### config.mk
export PLATFORM = sky130hd
export DESIGN_NAME = dns_question_name_length_check_core
export DESIGN_NICKNAME = d
export VERILOG_FILES = /design/src/sv/dqnlc_pkg.sv /design/src/sv/dqnlc_in_stage.sv /design/src/sv/dqnlc_parser.sv /design/src/sv/dqnlc_out_stage.sv /design/src/sv/dns_question_name_length_check_core.sv
export VERILOG_INCLUDE_DIRS = /design/src /design/src/sv
export SDC_FILE = /design/constraint.sdc
export NUM_CORES = 1
export LEC_CHECK = 0
export BUFFER_PORTS_ARGS = -buffer_cell sky130_fd_sc_hd__buf_2
export CAP_MARGIN = 30
export CORE_MARGIN = 2
export CORE_UTILIZATION = 40
export DETAILED_ROUTE_END_ITERATION = 7
export SLEW_MARGIN = 20
export SYNTH_ARGS = -nofsm -noshare
export SYNTH_HDL_FRONTEND = slang
export SYNTH_SLANG_ARGS = --single-unit
### constraint.sdc
create_clock -name i_clk -period 3.8 [get_ports i_clk]
set_input_delay 0.57 -clock i_clk [delete_from_list [all_inputs] [get_ports i_clk]]
set_output_delay 0.57 -clock i_clk [all_outputs]
set_load 0.02 [all_outputs]
### src/sv/dns_question_name_length_check_core_macros.svh
// Assertion macros for the DNS question name length check core.
// Included by modules that carry concurrent checks; no other dependencies.
`ifndef DNS_QUESTION_NAME_LENGTH_CHECK_CORE_MACROS_SVH
`define DNS_QUESTION_NAME_LENGTH_CHECK_CORE_MACROS_SVH

// Same-cycle implication, disabled while reset is low
`define DQNLC_ASSERT_NOW(lbl, clk, rst_n, ante, cons) \
    lbl: assert property (@(posedge clk) disable iff (!rst_n) (ante) |-> (cons)) \
        else $error("dqnlc check failed");

// Next-cycle implication, disabled while reset is low
`define DQNLC_ASSERT_NEXT(lbl, clk, rst_n, ante, cons) \
    lbl: assert property (@(posedge clk) disable iff (!rst_n) (ante) |=> (cons)) \
        else $error("dqnlc check failed");

`endif

### src/sv/dqnlc_pkg.sv
// Shared types and constants for the DNS question name length check core.
// No dependencies; imported by every module of the block.
package dqnlc_pkg;

    // DNS header layout
    localparam int unsigned HEADER_BYTES_DEF = 12;
    localparam int unsigned QDCOUNT_HI_POS   = 4;
    localparam int unsigned QDCOUNT_LO_POS   = 5;
    localparam int unsigned TAIL_BYTES       = 4;

    // Stream and register widths
    localparam int unsigned BYTE_W      = 8;
    localparam int unsigned COUNT_W     = 16;
    localparam int unsigned OUT_TDATA_W = 32;
    localparam int unsigned APB_DATA_W  = 32;
    localparam int unsigned APB_ADDR_W  = 3;

    // Register word indexes
    localparam logic [0:0] REG_LENGTH_THRESHOLD = 1'b0;

    // One result item
    typedef struct packed {
        logic               match;
        logic               malformed;
        logic [COUNT_W-1:0] question_count;
        logic [BYTE_W-1:0]  first_name_length;
    } t_result;

endpackage

### src/sv/dqnlc_in_stage.sv
// Input register of the DNS question name length check core.
// Depends on dqnlc_pkg; holds one accepted item until the parser takes it.
module dqnlc_in_stage (
    input  logic                       i_clk,
    input  logic                       i_rst_n,
    input  logic                       i_s_tvalid,
    output logic                       o_s_tready,
    input  logic [dqnlc_pkg::BYTE_W-1:0] i_s_tdata,
    input  logic                       i_s_tlast,
    input  logic                       i_s_tuser,
    input  logic                       i_out_busy,
    output logic                       o_valid,
    output logic [dqnlc_pkg::BYTE_W-1:0] o_byte,
    output logic                       o_last,
    output logic                       o_udp,
    output logic                       o_advance
);
    import dqnlc_pkg::*;

    logic              r_valid;
    logic [BYTE_W-1:0] r_byte;
    logic              r_last;
    logic              r_udp;

    // Advance unless the held item carries a result and the output is full
    assign o_advance  = r_valid && !(r_last && i_out_busy);
    assign o_s_tready = !r_valid || o_advance;

    // Hold valid flag
    always_ff @(posedge i_clk) begin
        if (!i_rst_n) begin
            r_valid <= 1'b0;
        end else if (o_s_tready) begin
            r_valid <= i_s_tvalid;
        end
    end

    // Capture payload
    always_ff @(posedge i_clk) begin
        if (i_s_tvalid && o_s_tready) begin
            r_byte <= i_s_tdata;
            r_last <= i_s_tlast;
            r_udp  <= i_s_tuser;
        end
    end

    assign o_valid = r_valid;
    assign o_byte  = r_byte;
    assign o_last  = r_last;
    assign o_udp   = r_udp;
endmodule

### src/sv/dqnlc_parser.sv
// Parse state and per-byte update of the DNS question name length check core.
// Depends on dqnlc_pkg; walks header, labels and type/class one byte a cycle while i_advance is high.
module dqnlc_parser #(
    parameter int unsigned HEADER_BYTES = dqnlc_pkg::HEADER_BYTES_DEF
) (
    input  logic                         i_clk,
    input  logic                         i_rst_n,
    input  logic                         i_advance,
    input  logic [dqnlc_pkg::BYTE_W-1:0] i_byte,
    input  logic                         i_last,
    input  logic                         i_udp,
    input  logic [dqnlc_pkg::BYTE_W-1:0] i_threshold,
    output dqnlc_pkg::t_result           o_result
);
    import dqnlc_pkg::*;

    localparam int unsigned POS_W = $clog2(HEADER_BYTES);
    localparam logic [POS_W-1:0] LAST_POS = POS_W'(HEADER_BYTES - 1);
    localparam logic [POS_W-1:0] QC_HI    = POS_W'(QDCOUNT_HI_POS);
    localparam logic [POS_W-1:0] QC_LO    = POS_W'(QDCOUNT_LO_POS);
    localparam int unsigned TAIL_W = $clog2(TAIL_BYTES + 1);

    typedef enum logic [2:0] {
        PH_HEADER,
        PH_LABEL_LEN,
        PH_LABEL_BODY,
        PH_TAIL,
        PH_DONE
    } t_phase;

    t_phase             r_phase,      n_phase;
    logic [POS_W-1:0]   r_pos,        n_pos;
    logic [COUNT_W-1:0] r_hdr_count,  n_hdr_count;
    logic [COUNT_W-1:0] r_q_left,     n_q_left;
    logic [BYTE_W-1:0]  r_label_left, n_label_left;
    logic [BYTE_W-1:0]  r_name_len,   n_name_len;
    logic [BYTE_W-1:0]  r_first_len,  n_first_len;
    logic               r_first_done, n_first_done;
    logic [TAIL_W-1:0]  r_tail_left,  n_tail_left;

    logic [BYTE_W+1:0]  len_sum;
    logic               header_done;
    logic               bad;

    // Saturating name length: current + label length + dot
    assign len_sum = {2'b00, r_name_len} + {2'b00, i_byte} + (BYTE_W+2)'(1);

    // Next state for one byte
    always_comb begin
        n_phase      = r_phase;
        n_pos        = r_pos;
        n_hdr_count  = r_hdr_count;
        n_q_left     = r_q_left;
        n_label_left = r_label_left;
        n_name_len   = r_name_len;
        n_first_len  = r_first_len;
        n_first_done = r_first_done;
        n_tail_left  = r_tail_left;
        case (r_phase)
            PH_HEADER: begin
                if (r_pos == QC_HI) begin
                    n_hdr_count = {i_byte, r_hdr_count[BYTE_W-1:0]};
                end else if (r_pos == QC_LO) begin
                    n_hdr_count = {r_hdr_count[COUNT_W-1:BYTE_W], i_byte};
                end
                if (r_pos >= LAST_POS) begin
                    n_q_left = r_hdr_count;
                    if (r_hdr_count == '0) begin
                        n_phase = PH_DONE;
                    end else begin
                        n_phase    = PH_LABEL_LEN;
                        n_name_len = '0;
                    end
                end else begin
                    n_pos = r_pos + POS_W'(1);
                end
            end
            PH_LABEL_LEN: begin
                if (i_byte != '0) begin
                    n_name_len   = len_sum[BYTE_W+1:BYTE_W] != 2'b00 ? '1
                                                                  : len_sum[BYTE_W-1:0];
                    n_label_left = i_byte;
                    n_phase      = PH_LABEL_BODY;
                end else begin
                    n_tail_left = TAIL_W'(TAIL_BYTES);
                    n_phase     = PH_TAIL;
                end
            end
            PH_LABEL_BODY: begin
                n_label_left = r_label_left - BYTE_W'(1);
                if (r_label_left == BYTE_W'(1)) begin
                    n_phase = PH_LABEL_LEN;
                end
            end
            PH_TAIL: begin
                n_tail_left = r_tail_left - TAIL_W'(1);
                if (r_tail_left == TAIL_W'(1)) begin
                    if (!r_first_done) begin
                        n_first_len  = r_name_len;
                        n_first_done = 1'b1;
                    end
                    n_q_left = r_q_left - COUNT_W'(1);
                    if (r_q_left == COUNT_W'(1)) begin
                        n_phase = PH_DONE;
                    end else begin
                        n_phase    = PH_LABEL_LEN;
                        n_name_len = '0;
                    end
                end
            end
            default: begin
            end
        endcase
    end

    // Verdict on the end byte, taken from the updated state
    assign header_done = n_phase != PH_HEADER;
    assign bad = (n_phase == PH_LABEL_LEN) || (n_phase == PH_LABEL_BODY) ||
                 (n_phase == PH_TAIL);

    always_comb begin
        o_result = '0;
        if (i_udp && header_done) begin
            o_result.match             = n_first_done && (n_first_len > i_threshold);
            o_result.malformed         = bad;
            o_result.question_count    = n_hdr_count;
            o_result.first_name_length = n_first_done ? n_first_len : '0;
        end
    end

    // Advance state; the end byte returns everything to the header phase
    always_ff @(posedge i_clk) begin
        if (!i_rst_n || (i_advance && i_last)) begin
            r_phase      <= PH_HEADER;
            r_pos        <= '0;
            r_hdr_count  <= '0;
            r_q_left     <= '0;
            r_label_left <= '0;
            r_name_len   <= '0;
            r_first_len  <= '0;
            r_first_done <= 1'b0;
            r_tail_left  <= '0;
        end else if (i_advance) begin
            r_phase      <= n_phase;
            r_pos        <= n_pos;
            r_hdr_count  <= n_hdr_count;
            r_q_left     <= n_q_left;
            r_label_left <= n_label_left;
            r_name_len   <= n_name_len;
            r_first_len  <= n_first_len;
            r_first_done <= n_first_done;
            r_tail_left  <= n_tail_left;
        end
    end
endmodule

### src/sv/dqnlc_out_stage.sv
// Result register of the DNS question name length check core.
// Depends on dqnlc_pkg; holds one result item until the receiver takes it.
module dqnlc_out_stage (
    input  logic               i_clk,
    input  logic               i_rst_n,
    input  logic               i_load,
    input  dqnlc_pkg::t_result i_result,
    input  logic               i_m_tready,
    output logic               o_m_tvalid,
    output logic               o_busy,
    output dqnlc_pkg::t_result o_result
);
    import dqnlc_pkg::*;

    logic    r_valid;
    t_result r_result;

    // Load a new result or drop the one taken
    always_ff @(posedge i_clk) begin
        if (!i_rst_n) begin
            r_valid <= 1'b0;
        end else if (i_load) begin
            r_valid <= 1'b1;
        end else if (i_m_tready) begin
            r_valid <= 1'b0;
        end
    end

    always_ff @(posedge i_clk) begin
        if (i_load) begin
            r_result <= i_result;
        end
    end

    assign o_busy     = r_valid && !i_m_tready;
    assign o_m_tvalid = r_valid;
    assign o_result   = r_result;
endmodule

### src/sv/dns_question_name_length_check_core.sv
// Top level of the DNS question name length check core.
// Depends on dqnlc_pkg, dqnlc_in_stage, dqnlc_parser, dqnlc_out_stage and the macros header.
//
// Usage: the slave stream carries the UDP payload, one byte per item, with
// tlast on the last byte and tuser set when the packet is UDP with data
// (sampled on the last byte). The parser reads the 12-byte DNS header and
// walks every question's labels and type/class bytes. Exactly one result
// item leaves the master stream per packet, for its last byte: match,
// malformed, question count and saturated first name length.
// Throughput: one byte per cycle unless an end byte waits on a full output register, set
// by the combinational parse step between the input register and the result register.
// The output register loads a result as its last byte leaves the input register.
// When the receiver stalls, the result waits in the output register; the
// input keeps taking bytes of the next packet until its last byte reaches
// the parser, which then holds until the output register frees.
// Reset (synchronous, active low) clears the parse state, both stage
// valids and the length threshold. The APB register length_threshold
// (address 0) is to be written only while the block is idle; the block itself does not enforce it.
`include "dns_question_name_length_check_core_macros.svh"

module dns_question_name_length_check_core #(
    parameter int unsigned HEADER_BYTES = dqnlc_pkg::HEADER_BYTES_DEF
) (
    input  logic                              i_clk,
    input  logic                              i_rst_n,
    // Payload stream
    input  logic                              i_s_tvalid,
    output logic                              o_s_tready,
    input  logic [dqnlc_pkg::BYTE_W-1:0]      i_s_tdata,  // [7:0] payload_byte
    input  logic                              i_s_tlast,  // end_of_packet
    input  logic                              i_s_tuser,  // udp_with_data
    // Result stream
    output logic                              o_m_tvalid,
    input  logic                              i_m_tready,
    // [0] match, [1] malformed, [17:2] question_count,
    // [25:18] first_name_length, [31:26] zero
    output logic [dqnlc_pkg::OUT_TDATA_W-1:0] o_m_tdata,
    // Configuration
    input  logic                              psel,
    input  logic                              penable,
    input  logic                              pwrite,
    input  logic [dqnlc_pkg::APB_ADDR_W-1:0]  paddr,
    input  logic [dqnlc_pkg::APB_DATA_W-1:0]  pwdata,
    output logic [dqnlc_pkg::APB_DATA_W-1:0]  prdata,
    output logic                              pready
);
    import dqnlc_pkg::*;

    localparam int unsigned RES_W = $bits(t_result);

    logic              thr_wr;
    logic [BYTE_W-1:0] r_length_threshold;
    logic              reg_hit;

    logic              in_valid;
    logic [BYTE_W-1:0] in_byte;
    logic              in_last;
    logic              in_udp;
    logic              advance;
    logic              out_busy;
    t_result           parse_result;
    t_result           out_result;

    // Register access
    assign pready  = 1'b1;
    assign reg_hit = paddr[APB_ADDR_W-1:2] == REG_LENGTH_THRESHOLD;
    assign thr_wr  = psel && penable && pwrite && reg_hit;

    always_ff @(posedge i_clk) begin
        if (!i_rst_n) begin
            r_length_threshold <= '0;
        end else if (thr_wr) begin
            r_length_threshold <= pwdata[BYTE_W-1:0];
        end
    end

    assign prdata = reg_hit ? {{(APB_DATA_W-BYTE_W){1'b0}}, r_length_threshold} : '0;

    dqnlc_in_stage u_in_stage (
        .i_clk      (i_clk),
        .i_rst_n    (i_rst_n),
        .i_s_tvalid (i_s_tvalid),
        .o_s_tready (o_s_tready),
        .i_s_tdata  (i_s_tdata),
        .i_s_tlast  (i_s_tlast),
        .i_s_tuser  (i_s_tuser),
        .i_out_busy (out_busy),
        .o_valid    (in_valid),
        .o_byte     (in_byte),
        .o_last     (in_last),
        .o_udp      (in_udp),
        .o_advance  (advance)
    );

    dqnlc_parser #(
        .HEADER_BYTES (HEADER_BYTES)
    ) u_parser (
        .i_clk       (i_clk),
        .i_rst_n     (i_rst_n),
        .i_advance   (advance),
        .i_byte      (in_byte),
        .i_last      (in_last),
        .i_udp       (in_udp),
        .i_threshold (r_length_threshold),
        .o_result    (parse_result)
    );

    dqnlc_out_stage u_out_stage (
        .i_clk      (i_clk),
        .i_rst_n    (i_rst_n),
        .i_load     (advance && in_last),
        .i_result   (parse_result),
        .i_m_tready (i_m_tready),
        .o_m_tvalid (o_m_tvalid),
        .o_busy     (out_busy),
        .o_result   (out_result)
    );

    // Pack result item, first field lowest
    assign o_m_tdata = {{(OUT_TDATA_W-RES_W){1'b0}}, out_result.first_name_length,
                        out_result.question_count, out_result.malformed, out_result.match};

    // An end byte facing a full output stays in the input register
    `DQNLC_ASSERT_NEXT(a_end_byte_held, i_clk, i_rst_n,
        in_valid && in_last && o_m_tvalid && !i_m_tready,
        in_valid && in_last)
    // A match always carries a length above the threshold
    `DQNLC_ASSERT_NOW(a_match_len, i_clk, i_rst_n,
        o_m_tvalid && out_result.match,
        out_result.first_name_length > r_length_threshold)
    // No questions means nothing can match or run past the end
    `DQNLC_ASSERT_NOW(a_zero_questions, i_clk, i_rst_n,
        o_m_tvalid && (out_result.question_count == '0),
        !out_result.match && !out_result.malformed && (out_result.first_name_length == '0))
    // A result is loaded only from a held end byte
    `DQNLC_ASSERT_NEXT(a_result_source, i_clk, i_rst_n,
        !o_m_tvalid || i_m_tready,
        o_m_tvalid == $past(advance && in_last))
endmodule

Yosys cells after proc, flatten, opt, wreduce, memory -nomap -nowiden
Index checks and enable logic that the tools add are counted.
- memory bits (read-only): 0
- input bits: 52
- memories kept: 0
- bits in writable memories: 0
- latch bits: 0
- register bits after elaboration: 113
- bitwise operators: 2
- add/subtract/negate cells: 6
- multipliers: 0
- reductions and logical operators: 34
- equal/unequal tests: 17
- $lt $le $gt $ge: 2
- shift-type cells: 0
- div/mod/pow operators: 0
- multiplexer cells: 32
- operators with widths (cell ; count):
    $mux 8 ; 12
    $mux 16 ; 4
    $pmux 16 s2 ; 1
    $pmux 8 s3 ; 1
    $mux 3 ; 6
    $eq 16x1->1 const B ; 1
    $logic_not 16->1 ; 1
    $pmux 8 s2 ; 1
    $sub 16x1->16 const B ; 1
    $eq 3x2->1 const B ; 4
    $pmux 3 s4 ; 1
    $add 10x1->10 const B ; 1
    $logic_and 1x1->1 ; 10
    $reduce_bool 2->1 ; 5
    $add 8x8->9 ; 1
    $eq 3x1->1 const B ; 3
    $reduce_and 3->1 ; 3
    $eq 4x3->1 const B ; 2
    $eq 8x1->1 const B ; 1
    $gt 8x8->1 ; 1
    $reduce_bool 8->1 ; 1
    $sub 8x1->8 const B ; 1
    $reduce_and 7->1 ; 1
    $ne 2x1->1 const B ; 3
    13 further kinds ; 27

Logic depth before layout (Yosys ltp)
- word-level depth: 7
- gate-level depth with buffers: 14

By module
A second synthesis with hierarchy kept.
- cell total of the unflattened synthesis: 689
- area, all modules: 6153.4 µm²
- modules (own cells, without submodules) (module ; cells an instance ; area each (µm²) ; instances ; seq. area each (µm²)):
    dqnlc_parser ; 566 ; 4327.9 ; 1 ; 1341.3
    dqnlc_out_stage ; 29 ; 822.0 ; 1 ; 800.8
    dns_question_name_length_check_core ; 78 ; 648.1 ; 1 ; 160.2
    dqnlc_in_stage ; 16 ; 355.3 ; 1 ; 320.3

Least setup slack after synthesis
OpenSTA, ideal clock, no wires.
- kind: register to register
- from: register u_in_stage.r_byte[0], in the netlist u_in_stage.o_byte[0]
- to: register u_parser.r_name_len[0]
- arrival time: 2.747 ns
- buffers on the path: 0
- clock period less this slack: 2.869 ns
- path slack: 0.931 ns
- stages on the path, launching flop included: 11
- library setup time: 0.122 ns
- cell sequence: edfxtp_1 ha_1 fa_1 ha_1 inv_1 a211oi_1 o2111ai_1 nor4b_2 nand4b_1 a21boi_0 a221o_1
- longest elaborated chain between the ends: 6
- RTL lines (element ; RTL line ; RTL):
    start, declared ; dqnlc_in_stage.sv:21 ; logic [BYTE_W-1:0] r_byte;
    start signal, assigned ; dqnlc_in_stage.sv:41 ; r_byte <= i_s_tdata;
    $add 8x8->9 ; dqnlc_parser.sv:46 ; assign len_sum = {2'b00, r_name_len} + {2'b00, i_byte} + (BYTE_W+2)'(1);
    $add 10x1->10 ; dqnlc_parser.sv:46 ;
    $reduce_bool 2->1 ; dqnlc_parser.sv:80 ; n_name_len = len_sum[BYTE_W+1:BYTE_W] != 2'b00 ? '1
    $mux 8 ; dqnlc_parser.sv:80 ;
    $mux 8 ; dqnlc_parser.sv:79 ; if (i_byte != '0) begin
    $pmux 8 s3 ; dqnlc_parser.sv:59 ; case (r_phase)
    end signal, assigned ; dqnlc_parser.sv:149 ; r_name_len <= n_name_len;
    end, declared ; dqnlc_parser.sv:36 ; logic [BYTE_W-1:0] r_name_len, n_name_len;
Several ways; a longest one is shown, not always the timed one. The select of a mux whose other input is x is not followed.
A chain may end at the register's enable or synchronous reset.

Final worst setup path
- from: register u_in_stage.r_byte[0], in the netlist u_in_stage.o_byte[0]
- to: register u_parser.r_name_len[1]
The elaborated chain is that of the path after synthesis.

==> reports/metrics.cfg <==
[setup_path]
r2r_start=u_in_stage.o_byte[0]$_DFFE_PP_
critPathTopFamily=compound AO/OA/AOI/OAI gates
r2r_cells=10
crit_slowest_cell=edfxtp_1
cp-startpoint=u_in_stage.o_byte[0]$_DFFE_PP_
worstSetupStartpointType=flip-flop
critPathCaptureType=flip-flop
path_depth=10
cp.required_ns=4.10
crit_top_cell=ha_1
cp_num_buf_inv=1
cp.arrival_ns=3.65
path_cells=ha_1 > fa_1 > ha_1 > inv_1 > a211oi_1 > o2111ai_1 > nor4b_2 > nand4b_1 > a21boi_0 > a221o_1
cp_max_fo=8
critPathKind=reg -> reg
critPathMaxStageDelay_ns=0.54

[global_route]
grt_overflow=0
track_usage=0.189
antenna_found_initial=0
grt_pass1_vias=4895
grt_start_max_net_pins=44
grt_pass1_wl_um=24600

[min_path]
min_path_type=in -> reg
hold_depth=1
holdCritStartpoint=i_s_tdata[4]

[floorplanning]
die_w_um=130
ios=119
die_area_um2=16800
start_util=0.412
dieHeight_um=130
coreArea_um2=15300
rows=45

[routing]
routedWlPerCell_um=15.5
drc_errors=0
routed_wl_um=15300
drt-pass1-iter-count=5
drt-initial-drc-count=287
vias=5265
vias_per_cell=5.34
drtAntennaViolNets=0

[synth]
synth-edff-count=36
yosysWarnings=0
seq_area_frac_synth=0.416
yosysTopAreaCellShare=0.244
yosys.cell_count.top_type=nor2_1
yosys_register_bits=113
synth_top_area_cell=dfxtp_1
synth_common_cells=nor2_1 (90), dfxtp_1 (77), nand2_1 (61)
async_flop_share=0
syn-cell-area_um2=6310
ys_types=69
synthTopCellsByArea=dfxtp_1 (24%), edfxtp_1 (17%), mux2i_1 (5.6%)
syn_area_per_cell_um2=8.98
syn_inst=703
synth_flop_cell=dfxtp_1

[placed_design]
place.detailed.hpwl_um=11100
gp_congestion=0.851
port_buffers=61

[timing]
tns_ns=0
max_slew_margin=0.566
finalHoldViolations=0
period_share=0.882
period_needed_ns=3.35
tightest_slew_ns=0.649
timing.final.max_slew_violations=0
grt_setup_unrepaired=no
fin_worst_skew_ns=0.00570
setup_violations=0
fmax_ghz=0.298

[layout]
syn2layout_area_growth_pct=15.4
final_layout_size_suffix_gt1_frac=0.157
fillers=1462
antenna_cells=0
final_util=0.476
finalNetCount=841
regArea_um2=2620
multi_input_area_um2=3300

[cts]
cts_tree=yes
cts_setup_buffers=0
cts_max_level=4
clk_pin_slew_ns=0.05
cts_resized=0
cts_root_buffer=clkbuf_16
cts_made_buffers=17
clk-insertion-delay-late_ns=0.42
cts_hold_buf=0
clockBufferDepth=2
cts.sinks=113

[power]
p_per_area_nw_per_um2=423
peakVddDrop_uv=444
leakagePower_nw=2.87

[run]
max-cap-violations=0

[status]
status=finished, final reports clean

cells in the final DEF, fill, tap and decap left out, drive strengths merged, types with 5 or more instances in the layout:
master,count
edfxtp,36
clkinvlp,6
nor3,14
nand4b,5
nor2,93
inv,33
a221oi,5
nand4,9
a22oi,5
nand3,19
and2,5
a21boi,13
o21ai,46
clkbuf,17
a21oi,36
nand2b,5
a32o,9
nor4,12
a211oi,20
xnor2,6
nor2b,8
dfxtp,77
nand2,61
buf,73
conb,31
ha,26
clkinv,6
mux2i,35
worst paths after layout:
path                                              end  slack, ns
setup / recovery  u_parser.r_name_len[1]$_SDFFE_PP0P_       0.45
hold / removal         u_in_stage.o_byte[4]$_DFFE_PP_       0.33
setup reg to reg  u_parser.r_name_len[1]$_SDFFE_PP0P_       0.45
hold reg to reg    r_length_threshold[7]$_SDFFE_PN0P_       0.47
state kept, by name, summed over array words and instances, names as in the netlist, 3 cells and up:
signal,count
r_length_threshold,8
u_in_stage.o_byte,8
u_out_stage.o_result,26
u_parser.r_first_len,8
u_parser.r_hdr_count,16
u_parser.r_label_left,8
u_parser.r_name_len,8
u_parser.r_phase,3
u_parser.r_pos,4
u_parser.r_q_left,16
u_parser.r_tail_left,3
cells by family after synthesis:
logic type                 Yosys count  share of synthesized area
and+or+nand+nor                    254                      0.195
AOI/OAI and AO/OA                  168                      0.186
DFF                                113                      0.416
buffers and inverters               94                     0.0785
muxes                               35                     0.0555
adders and majority gates           27                     0.0547
xor gates and xnor gates            10                     0.0139
other                                2                    0.00119
where the power goes:
group          internal [mW]  switching [mW]  leakage [nW]
logic                 0.0875           0.175          1.62
clock network          0.953           0.562         0.260
registers               1.27          0.0317         0.984
total                   2.31           0.769          2.87
metal layers:
layer,vias to the layer above,GRT usage,part of all wire
li1,2604,-,-
met1,2484,0.248,0.46
met2,157,0.299,0.47
met3,20,0.0504,0.053
met4,0,0.0696,0.017
met5,-,0,0
layout make-up:
cell class                 instances  share of cell area
tap                              211              0.0362
inverter                          32              0.0165
timing repair buffer              73              0.0553
sequential                       113               0.360
clock inverter                    15              0.0198
multi-input combinational        525               0.454
clock buffer                      17              0.0584
through the flow:
| stage | hold WS (ns) | cell area (µm²) | cells | worst slack, ns | total power [mW] |
|---|---|---|---|---|---|
| 2_1_floorplan | 0.436 | 6420 | 732 | 0.931 | 1.54 |
| 3_3_place_gp | 0.450 | 6700 | 953 | 0.580 | 1.58 |
| 3_5_place_dp | 0.461 | 6700 | 953 | 0.482 | 1.59 |
| 4_1_cts | 0.310 | 7270 | 985 | 0.449 | 3.11 |
| 5_1_grt | 0.315 | 7280 | 986 | 0.196 | 3.19 |
| 6_report | 0.327 | 7280 | 986 | 0.447 | 3.08 |
Note: power is estimated with default switching activity, not from simulation.
